[config.mk]
export PLATFORM = sky130hd
export DESIGN_NAME = key_point_slot_selector
export DESIGN_NICKNAME = d
export VERILOG_FILES = /design/src/rtl/kpss_pkg.sv /design/src/rtl/kpss_queue.sv /design/src/rtl/kpss_front.sv /design/src/rtl/kpss_back.sv /design/src/rtl/key_point_slot_selector.sv
export SDC_FILE = /design/constraint.sdc
export NUM_CORES = 2
export LEC_CHECK = 0
export BUFFER_PORTS_ARGS = -buffer_cell sky130_fd_sc_hd__buf_2
export CAP_MARGIN = 40
export CELL_PAD_IN_SITES_DETAIL_PLACEMENT = 0
export CELL_PAD_IN_SITES_GLOBAL_PLACEMENT = 1
export CORE_UTILIZATION = 54
export DETAILED_ROUTE_END_ITERATION = 10
export PLACE_DENSITY_LB_ADDON = 0.05
export SLEW_MARGIN = 5
export SYNTH_ARGS = -nofsm -noshare
export SYNTH_HDL_FRONTEND = slang
export SYNTH_SLANG_ARGS = --single-unit
[constraint.sdc]
create_clock -name clk_i -period 18.7 [get_ports clk_i]
set_input_delay 3.74 -clock clk_i [delete_from_list [all_inputs] [get_ports clk_i]]
set_output_delay 3.74 -clock clk_i [all_outputs]
set_load 0.02 [all_outputs]
[src/rtl/kpss_pkg.sv]
`timescale 1ns / 1ps
`default_nettype none
package kpss_pkg;

  // Fixed field widths
  localparam int COORD_W      = 16;
  localparam int CFG_W        = 13;
  localparam int CENTER_INT_W = CFG_W - 1;  // integer bits of half the image size
  localparam int MODE_W       = 2;
  localparam int NUM_SLOTS    = 5;
  localparam int NUM_QUADS    = NUM_SLOTS - 1;
  localparam int QUEUE_DEPTH  = 2;

  localparam int ID_WIDTH_DEF  = 16;
  localparam int FRAC_BITS_DEF = 4;

  // Configuration port
  localparam int APB_ADDR_W = 3;
  localparam int APB_DATA_W = 32;
  localparam logic REG_IMAGE_WIDTH  = 1'b0;
  localparam logic REG_IMAGE_HEIGHT = 1'b1;
  localparam logic [CFG_W-1:0] IMAGE_WIDTH_RST  = 13'd640;
  localparam logic [CFG_W-1:0] IMAGE_HEIGHT_RST = 13'd480;

  // Item modes
  localparam logic [MODE_W-1:0] MODE_OFFER = 2'd0;
  localparam logic [MODE_W-1:0] MODE_DROP  = 2'd1;
  localparam logic [MODE_W-1:0] MODE_CLEAR = 2'd2;

  localparam int CENTER_SLOT = 0;

  typedef enum logic [1:0] {
    OP_NONE  = 2'd0,
    OP_OFFER = 2'd1,
    OP_DROP  = 2'd2,
    OP_CLEAR = 2'd3
  } op_e;

  // Quadrant q lives in slot q+1
  typedef enum logic [1:0] {
    QUAD_LR = 2'd0,
    QUAD_UR = 2'd1,
    QUAD_UL = 2'd2,
    QUAD_LL = 2'd3
  } quad_e;

  // Signed difference width: coordinate or centre, plus sign
  function automatic int diff_width(input int frac_bits);
    int w;
    w = CENTER_INT_W + frac_bits;
    if (w < COORD_W) begin
      w = COORD_W;
    end
    return w + 1;
  endfunction

endpackage
`default_nettype wire

[src/rtl/kpss_queue.sv]
`timescale 1ns / 1ps
`default_nettype none
module kpss_queue #(
  parameter int DATA_W = 8,
  parameter int DEPTH  = kpss_pkg::QUEUE_DEPTH
) (
  input  wire logic              clk_i,
  input  wire logic              rst_ni,
  input  wire logic              push_i,
  input  wire logic [DATA_W-1:0] push_data_i,
  output logic                   full_o,
  input  wire logic              pop_i,
  output logic                   valid_o,
  output logic [DATA_W-1:0]      head_o
);

  localparam int PTR_W = (DEPTH > 1) ? $clog2(DEPTH) : 1;
  localparam int CNT_W = $clog2(DEPTH + 1);

  logic [DATA_W-1:0] mem_q [DEPTH];
  logic [PTR_W-1:0]  wr_ptr_q, wr_ptr_d, rd_ptr_q, rd_ptr_d;
  logic [CNT_W-1:0]  cnt_q, cnt_d;
  logic              do_push, do_pop;

  assign do_push = push_i && (cnt_q != CNT_W'(DEPTH));
  assign do_pop  = pop_i && (cnt_q != '0);
  assign full_o  = (cnt_q == CNT_W'(DEPTH));
  assign valid_o = (cnt_q != '0);
  assign head_o  = mem_q[rd_ptr_q];

  always_comb begin
    wr_ptr_d = wr_ptr_q;
    rd_ptr_d = rd_ptr_q;
    cnt_d    = cnt_q;
    if (do_push) begin
      wr_ptr_d = (wr_ptr_q == PTR_W'(DEPTH - 1)) ? '0 : wr_ptr_q + 1'b1;
    end
    if (do_pop) begin
      rd_ptr_d = (rd_ptr_q == PTR_W'(DEPTH - 1)) ? '0 : rd_ptr_q + 1'b1;
    end
    if (do_push && !do_pop) begin
      cnt_d = cnt_q + 1'b1;
    end else if (!do_push && do_pop) begin
      cnt_d = cnt_q - 1'b1;
    end
  end

  always_ff @(posedge clk_i or negedge rst_ni) begin
    if (!rst_ni) begin
      wr_ptr_q <= '0;
      rd_ptr_q <= '0;
      cnt_q    <= '0;
    end else begin
      wr_ptr_q <= wr_ptr_d;
      rd_ptr_q <= rd_ptr_d;
      cnt_q    <= cnt_d;
    end
  end

  always_ff @(posedge clk_i) begin
    if (do_push) begin
      mem_q[wr_ptr_q] <= push_data_i;
    end
  end

endmodule
`default_nettype wire

[src/rtl/kpss_front.sv]
`timescale 1ns / 1ps
`default_nettype none
module kpss_front #(
  parameter int ID_WIDTH  = kpss_pkg::ID_WIDTH_DEF,
  parameter int FRAC_BITS = kpss_pkg::FRAC_BITS_DEF,
  parameter int ENTRY_W   = 8
) (
  input  wire logic [kpss_pkg::MODE_W-1:0]  mode_i,
  input  wire logic [ID_WIDTH-1:0]          feature_id_i,
  input  wire logic [kpss_pkg::COORD_W-1:0] pixel_x_i,
  input  wire logic [kpss_pkg::COORD_W-1:0] pixel_y_i,
  input  wire logic                         has_point_i,
  input  wire logic [kpss_pkg::CFG_W-1:0]   image_width_i,
  input  wire logic [kpss_pkg::CFG_W-1:0]   image_height_i,
  output logic [ENTRY_W-1:0]                entry_o
);

  localparam int DIFF_W  = kpss_pkg::diff_width(FRAC_BITS);
  localparam int SCORE_W = 2 * DIFF_W;

  logic [DIFF_W-1:0]         cx, cy, adx, ady, cheb;
  logic signed [DIFF_W-1:0]  dx, dy;
  logic signed [SCORE_W-1:0] prod;
  kpss_pkg::op_e             op;
  kpss_pkg::quad_e           quad;

  always_comb begin
    cx   = DIFF_W'(image_width_i[kpss_pkg::CFG_W-1:1]) << FRAC_BITS;
    cy   = DIFF_W'(image_height_i[kpss_pkg::CFG_W-1:1]) << FRAC_BITS;
    dx   = $signed(DIFF_W'(pixel_x_i)) - $signed(cx);
    dy   = $signed(DIFF_W'(pixel_y_i)) - $signed(cy);
    adx  = dx[DIFF_W-1] ? DIFF_W'(-dx) : DIFF_W'(dx);
    ady  = dy[DIFF_W-1] ? DIFF_W'(-dy) : DIFF_W'(dy);
    cheb = (adx > ady) ? adx : ady;
    prod = dx * dy;

    case (mode_i)
      kpss_pkg::MODE_OFFER: op = has_point_i ? kpss_pkg::OP_OFFER : kpss_pkg::OP_NONE;
      kpss_pkg::MODE_DROP:  op = kpss_pkg::OP_DROP;
      kpss_pkg::MODE_CLEAR: op = kpss_pkg::OP_CLEAR;
      default:              op = kpss_pkg::OP_NONE;
    endcase

    if (!dx[DIFF_W-1] && !dy[DIFF_W-1]) begin
      quad = kpss_pkg::QUAD_LR;
    end else if (!dx[DIFF_W-1]) begin
      quad = kpss_pkg::QUAD_UR;
    end else if (dy[DIFF_W-1]) begin
      quad = kpss_pkg::QUAD_UL;
    end else begin
      quad = kpss_pkg::QUAD_LL;
    end
  end

  // product is registered in the queue before the back end compares it
  assign entry_o = {op, feature_id_i, quad, cheb, prod};

endmodule
`default_nettype wire

[src/rtl/kpss_back.sv]
`timescale 1ns / 1ps
`default_nettype none
module kpss_back #(
  parameter int ID_WIDTH  = kpss_pkg::ID_WIDTH_DEF,
  parameter int FRAC_BITS = kpss_pkg::FRAC_BITS_DEF,
  parameter int ENTRY_W   = 8
) (
  input  wire logic                clk_i,
  input  wire logic                rst_ni,
  input  wire logic                head_valid_i,
  input  wire logic [ENTRY_W-1:0]  head_i,
  output logic                     pop_o,
  output logic                     out_valid_o,
  input  wire logic                out_stall_i,
  output logic [kpss_pkg::NUM_SLOTS-1:0][ID_WIDTH-1:0] slot_id_o,
  output logic [kpss_pkg::NUM_SLOTS-1:0]               slot_occ_o
);

  localparam int DIFF_W  = kpss_pkg::diff_width(FRAC_BITS);
  localparam int SCORE_W = 2 * DIFF_W;
  localparam int NS      = kpss_pkg::NUM_SLOTS;
  localparam int NQ      = kpss_pkg::NUM_QUADS;

  kpss_pkg::op_e             h_op;
  logic [ID_WIDTH-1:0]       h_id;
  kpss_pkg::quad_e           h_quad;
  logic [DIFF_W-1:0]         h_dist;
  logic signed [SCORE_W-1:0] h_prod;

  logic [NS-1:0][ID_WIDTH-1:0] id_q, id_d;
  logic [NS-1:0]               occ_q, occ_d;
  logic [DIFF_W-1:0]           ctr_score_q, ctr_score_d;
  logic signed [SCORE_W-1:0]   quad_score_q [NQ];
  logic signed [SCORE_W-1:0]   quad_score_d [NQ];
  logic                        out_valid_q, out_valid_d;

  assign h_op   = kpss_pkg::op_e'(head_i[ENTRY_W-1 -: 2]);
  assign h_id   = head_i[ENTRY_W-3 -: ID_WIDTH];
  assign h_quad = kpss_pkg::quad_e'(head_i[SCORE_W+DIFF_W+1 -: 2]);
  assign h_dist = head_i[SCORE_W+DIFF_W-1 -: DIFF_W];
  assign h_prod = $signed(head_i[SCORE_W-1:0]);

  // Slots only change on a pop, and a pop always loads the result, so the
  // slot registers themselves form the output register.
  assign pop_o = head_valid_i && (!out_valid_q || !out_stall_i);

  always_comb begin
    id_d        = id_q;
    occ_d       = occ_q;
    ctr_score_d = ctr_score_q;
    for (int q = 0; q < NQ; q++) begin
      quad_score_d[q] = quad_score_q[q];
    end
    if (pop_o) begin
      case (h_op)
        kpss_pkg::OP_OFFER: begin
          if (!occ_q[kpss_pkg::CENTER_SLOT] || (h_dist < ctr_score_q)) begin
            occ_d[kpss_pkg::CENTER_SLOT] = 1'b1;
            id_d[kpss_pkg::CENTER_SLOT]  = h_id;
            ctr_score_d                  = h_dist;
          end
          for (int q = 0; q < NQ; q++) begin
            if ((h_quad == kpss_pkg::quad_e'(q)) &&
                (!occ_q[q+1] || (h_prod > quad_score_q[q]))) begin
              occ_d[q+1]      = 1'b1;
              id_d[q+1]       = h_id;
              quad_score_d[q] = h_prod;
            end
          end
        end
        kpss_pkg::OP_DROP: begin
          for (int s = 0; s < NS; s++) begin
            if (occ_q[s] && (id_q[s] == h_id)) begin
              occ_d[s] = 1'b0;
              id_d[s]  = '0;
            end
          end
        end
        kpss_pkg::OP_CLEAR: begin
          occ_d = '0;
          id_d  = '0;
        end
        default: begin
        end
      endcase
    end

    if (pop_o) begin
      out_valid_d = 1'b1;
    end else if (!out_stall_i) begin
      out_valid_d = 1'b0;
    end else begin
      out_valid_d = out_valid_q;
    end
  end

  always_ff @(posedge clk_i or negedge rst_ni) begin
    if (!rst_ni) begin
      id_q        <= '0;
      occ_q       <= '0;
      out_valid_q <= 1'b0;
    end else begin
      id_q        <= id_d;
      occ_q       <= occ_d;
      out_valid_q <= out_valid_d;
    end
  end

  // scores are only read for occupied slots
  always_ff @(posedge clk_i) begin
    ctr_score_q <= ctr_score_d;
    for (int q = 0; q < NQ; q++) begin
      quad_score_q[q] <= quad_score_d[q];
    end
  end

  assign out_valid_o = out_valid_q;
  assign slot_id_o   = id_q;
  assign slot_occ_o  = occ_q;

endmodule
`default_nettype wire

[src/rtl/key_point_slot_selector.sv]
// An accepted item is registered in the queue, then in the slot registers.
// Throughput: one item per cycle unless stalled. The front end computes offsets and
// product; a two-entry queue decouples it from the slot update, which can stall too.
// Reset (rst_ni, asynchronous, active low) empties all slots and the queue and sets
// image_width to 640 and image_height to 480. No clearing pass is needed.
`timescale 1ns / 1ps
`default_nettype none
module key_point_slot_selector #(
  parameter int ID_WIDTH  = kpss_pkg::ID_WIDTH_DEF,
  parameter int FRAC_BITS = kpss_pkg::FRAC_BITS_DEF
) (
  input  wire logic                             clk_i,
  input  wire logic                             rst_ni,
  // configuration port
  input  wire logic                             psel,
  input  wire logic                             penable,
  input  wire logic                             pwrite,
  input  wire logic [kpss_pkg::APB_ADDR_W-1:0]  paddr,
  input  wire logic [kpss_pkg::APB_DATA_W-1:0]  pwdata,
  output logic [kpss_pkg::APB_DATA_W-1:0]       prdata,
  output logic                                  pready,
  // item input
  input  wire logic                             in_valid_i,
  output logic                                  in_stall_o,
  input  wire logic [kpss_pkg::MODE_W-1:0]      mode_i,
  input  wire logic [ID_WIDTH-1:0]              feature_id_i,
  input  wire logic [kpss_pkg::COORD_W-1:0]     pixel_x_i,
  input  wire logic [kpss_pkg::COORD_W-1:0]     pixel_y_i,
  input  wire logic                             has_point_i,
  // result output
  output logic                                  out_valid_o,
  input  wire logic                             out_stall_i,
  output logic [ID_WIDTH-1:0]                   center_slot_id_o,
  output logic [ID_WIDTH-1:0]                   lower_right_slot_id_o,
  output logic [ID_WIDTH-1:0]                   upper_right_slot_id_o,
  output logic [ID_WIDTH-1:0]                   upper_left_slot_id_o,
  output logic [ID_WIDTH-1:0]                   lower_left_slot_id_o,
  output logic [kpss_pkg::NUM_SLOTS-1:0]        slot_valid_mask_o
);

  localparam int DIFF_W  = kpss_pkg::diff_width(FRAC_BITS);
  localparam int SCORE_W = 2 * DIFF_W;
  // queue entry: op, id, quadrant, Chebyshev distance, quadrant product
  localparam int ENTRY_W = 2 + ID_WIDTH + 2 + DIFF_W + SCORE_W;

  // ---------------------------------------------------------------------------
  // Configuration registers; only paddr[2] selects, low address bits ignored.
  // ---------------------------------------------------------------------------
  logic [kpss_pkg::CFG_W-1:0] img_w_q, img_h_q;
  logic                       cfg_wr;
  logic                       reg_sel;

  assign pready  = 1'b1;
  assign reg_sel = paddr[2];
  assign cfg_wr  = psel && penable && pwrite;

  always_ff @(posedge clk_i or negedge rst_ni) begin
    if (!rst_ni) begin
      img_w_q <= kpss_pkg::IMAGE_WIDTH_RST;
      img_h_q <= kpss_pkg::IMAGE_HEIGHT_RST;
    end else if (cfg_wr) begin
      if (reg_sel == kpss_pkg::REG_IMAGE_WIDTH) begin
        img_w_q <= pwdata[kpss_pkg::CFG_W-1:0];
      end else begin
        img_h_q <= pwdata[kpss_pkg::CFG_W-1:0];
      end
    end
  end

  always_comb begin
    if (reg_sel == kpss_pkg::REG_IMAGE_HEIGHT) begin
      prdata = kpss_pkg::APB_DATA_W'(img_h_q);
    end else begin
      prdata = kpss_pkg::APB_DATA_W'(img_w_q);
    end
  end

  // ---------------------------------------------------------------------------
  // Front end: classify the item, work out distance, quadrant and product.
  // ---------------------------------------------------------------------------
  logic [ENTRY_W-1:0] push_entry, head_entry;
  logic               q_full, q_valid, q_pop, q_push;

  kpss_front #(
    .ID_WIDTH  (ID_WIDTH),
    .FRAC_BITS (FRAC_BITS),
    .ENTRY_W   (ENTRY_W)
  ) u_front (
    .mode_i         (mode_i),
    .feature_id_i   (feature_id_i),
    .pixel_x_i      (pixel_x_i),
    .pixel_y_i      (pixel_y_i),
    .has_point_i    (has_point_i),
    .image_width_i  (img_w_q),
    .image_height_i (img_h_q),
    .entry_o        (push_entry)
  );

  // stall is a register output, never combinational from the far side
  assign in_stall_o = q_full;
  assign q_push     = in_valid_i && !q_full;

  kpss_queue #(
    .DATA_W (ENTRY_W),
    .DEPTH  (kpss_pkg::QUEUE_DEPTH)
  ) u_queue (
    .clk_i       (clk_i),
    .rst_ni      (rst_ni),
    .push_i      (q_push),
    .push_data_i (push_entry),
    .full_o      (q_full),
    .pop_i       (q_pop),
    .valid_o     (q_valid),
    .head_o      (head_entry)
  );

  // ---------------------------------------------------------------------------
  // Back end: slot update; the slot registers drive the result ports.
  // ---------------------------------------------------------------------------
  logic [kpss_pkg::NUM_SLOTS-1:0][ID_WIDTH-1:0] slot_id;

  kpss_back #(
    .ID_WIDTH  (ID_WIDTH),
    .FRAC_BITS (FRAC_BITS),
    .ENTRY_W   (ENTRY_W)
  ) u_back (
    .clk_i        (clk_i),
    .rst_ni       (rst_ni),
    .head_valid_i (q_valid),
    .head_i       (head_entry),
    .pop_o        (q_pop),
    .out_valid_o  (out_valid_o),
    .out_stall_i  (out_stall_i),
    .slot_id_o    (slot_id),
    .slot_occ_o   (slot_valid_mask_o)
  );

  // empty slots hold id zero, so no masking is needed here
  assign center_slot_id_o      = slot_id[0];
  assign lower_right_slot_id_o = slot_id[1];
  assign upper_right_slot_id_o = slot_id[2];
  assign upper_left_slot_id_o  = slot_id[3];
  assign lower_left_slot_id_o  = slot_id[4];

endmodule
`default_nettype wire

==> impl_metrics.tcl <==
set metrics [dict create \
    outcome "finished clean" \
    num_io_pins 213 \
    max_slew.worst_pin.slew_ns 0.922 \
    cts_tree "done" \
    synth_area_per_cell_um2 11.0 \
    start_util_pct 55.0 \
    cp.arrival_ns 12.60 \
    numCtsBuffers 45 \
    cts_setup_buffers 0 \
    cts_htree_levels 2 \
    cp.required_ns 18.97 \
    synthCells 2982 \
    routed_wl_um 79500 \
    gp_congestion 0.845 \
    synth_edf_count 295 \
    layout_common_cells "558 x inv_1, 298 x fa_1, 295 x edfxtp_1" \
    root_buffer "clkbuf_16" \
    finalHoldViolCount 0 \
    port_buffers 171 \
    grt_pass1_wl_um 124000 \
    drt-initial-drc-count 1074 \
    fmax_mhz 81.1 \
    cpMostUsedCell "fa_1" \
    num_vias 22122 \
    layout.nets 3836 \
    die_area_um2 61600 \
    hp-class "reg2reg" \
    postCtsHoldBufs 0 \
    antenna_left 0 \
    timing.setup.tns_ns 0 \
    drv_slew 0 \
    end_kind "flip-flop" \
    placed_area_um2 34600 \
    grt_pass1_vias 22984 \
    rows 89 \
    dp_cells 3887 \
    grt_max_degree 55 \
    die_x_um 248 \
    cp_max_fo 18 \
    clock_sinks 411 \
    drive_above_1_share_pct 12.9 \
    drt-pass1-iter-count 5 \
    clock-skew-final_ns 0.0512 \
    final_cell_area_um2 36000 \
    async_flop_share_pct 28.2 \
    finalSetupViolations 0 \
    cts.clk_slew.worst_paths_ns 0.06 \
    syn_to_final_growth_pct 10.1 \
    layout_min_cycle_time_ns 12.33 \
    timing.final.crit_share_pct 66.0 \
    syn_area_um2 32700 \
    wl_per_cell_um 20.0 \
    clockBufferDepth 3 \
    critPathKind "in2reg" \
    final_common_cell "inv_1" \
    synth_seq_cells 411 \
    cts_resized 0 \
    track_usage_pct 26.4 \
    viasPerCell 5.57 \
    hpwlAfterDp_um 60700 \
    slew_headroom_pct 38.5 \
    overflow 0 \
    rsz0062_at_grt "no" \
    synth_flop_cell "edfxtp_1" \
    clock_latency_ns 0.60 \
    antenna_found_initial 3 \
    cap_violations 0 \
    yosysUniqueCellTypes 80 \
    ys_seq_area_share_pct 36.0 \
    drc 0 \
    startpoint_type "primary input" \
    final_cells 3973 \
    die_h_um 248 \
    yosysWarnings 0 \
    core-area_um2 59500 \
    slowest_delay_ns 0.59 \
    slowest_stage "a221oi_1" \
]
## flip-flops by register name (all words and copies together), names as in the netlist
register,flops
u_queue.mem_q,142
img_h_q,13
img_w_q,13
u_back.slot_occ_o,5
u_back.ctr_score_q,17
u_queue.rd_ptr_q,1
u_back.slot_id_o,80
u_back.quad_score_q,136
u_queue.wr_ptr_q,1
u_back.out_valid_o,1
u_queue.cnt_q,2
## cell type report
cell class              instances  area [um2]
inverters                     561        2110
multi-input cells            1924       18500
fillers                      4942       23500
clock inverters                20         178
clock buffers                  62        1250
diodes                          4        10.0
well taps                     773         967
flip-flops and latches        411       11800
repair buffers                218        1240
## Yosys cell counts (all sizes together) (40+ instances only)
master / count / share of area (%)
a21oi: 83 / 1.3
mux2: 97 / 3.3
xnor2: 79 / 2.1
nand2: 168 / 1.9
clkbuf: 67 / 0.77
edfxtp: 295 / 27
nand4: 55 / 1.1
ha: 284 / 11
dfrtp: 110 / 8.4
a21o: 66 / 1.5
xor2: 80 / 2.1
nand2b: 40 / 0.77
nor2: 184 / 2.1
o21ai: 77 / 1.2
and2: 46 / 0.88
inv: 558 / 6.4
fa: 298 / 18
## layer usage
metal  up-vias  wire length (um)  GRT usage (%)
li1      10294                 -              -
met4         2              2680           9.36
met5         -                 9              0
met3       129              3470           3.20
met1     11183             33500           34.1
met2       514             39800           45.7
## per-stage QoR
stage | setup WS (ns) | utilization (%) | hold WS [ns]
4_1_cts | 6.42 | 60.5 | 0.503
3_3_place_gp | 5.87 | 58.0 | 0.472
3_5_place_dp | 5.85 | 58.1 | 0.490
2_1_floorplan | 6.91 | - | 0.461
6_report | 6.37 | 60.5 | 0.498
5_1_grt | 5.93 | 60.5 | 0.524
## worst paths after layout
path,cells past startpoint,slack (ns),endpoint,from
min reg2reg,2,0.50,u_back.out_valid_o,u_back.out_valid_o
min in group asynchronous,1,3.16,u_back.slot_id_o[71],rst_ni
min,2,0.50,u_back.out_valid_o,u_back.out_valid_o
max reg2reg,26,9.20,u_queue.mem_q[0][33],img_h_q[5]
max,31,6.37,u_queue.mem_q[0][33],pixel_y_i[4]
max in group asynchronous,3,14.35,img_w_q[9],rst_ni
## logic make-up after synthesis
kind of cell               count (synthesis)  share of synthesized area (%)
xor gates and xnor gates                 160                           4.33
DFF                                      411                           36.0
adders and majority gates                582                           29.1
AOI/OAI and AO/OA                        407                           8.46
buffers and inverters                    665                           7.97
muxes                                    132                           4.96
other                                      2                         0.0230
and+or+nand+nor                          623                           9.17
## worst max-delay path: cells and delay by family
kind,cells,cell delay [ns]
AND/OR/NAND/NOR,1,0.17
buffers and inverters,8,0.80
AO/OA/AOI/OAI,11,3.12
XOR/XNOR,2,0.66
adder cells (fa/ha/maj),9,4.09
Power is not shown: default switching activity piles up to over one toggle a cycle in this logic, so the estimate is an artifact.
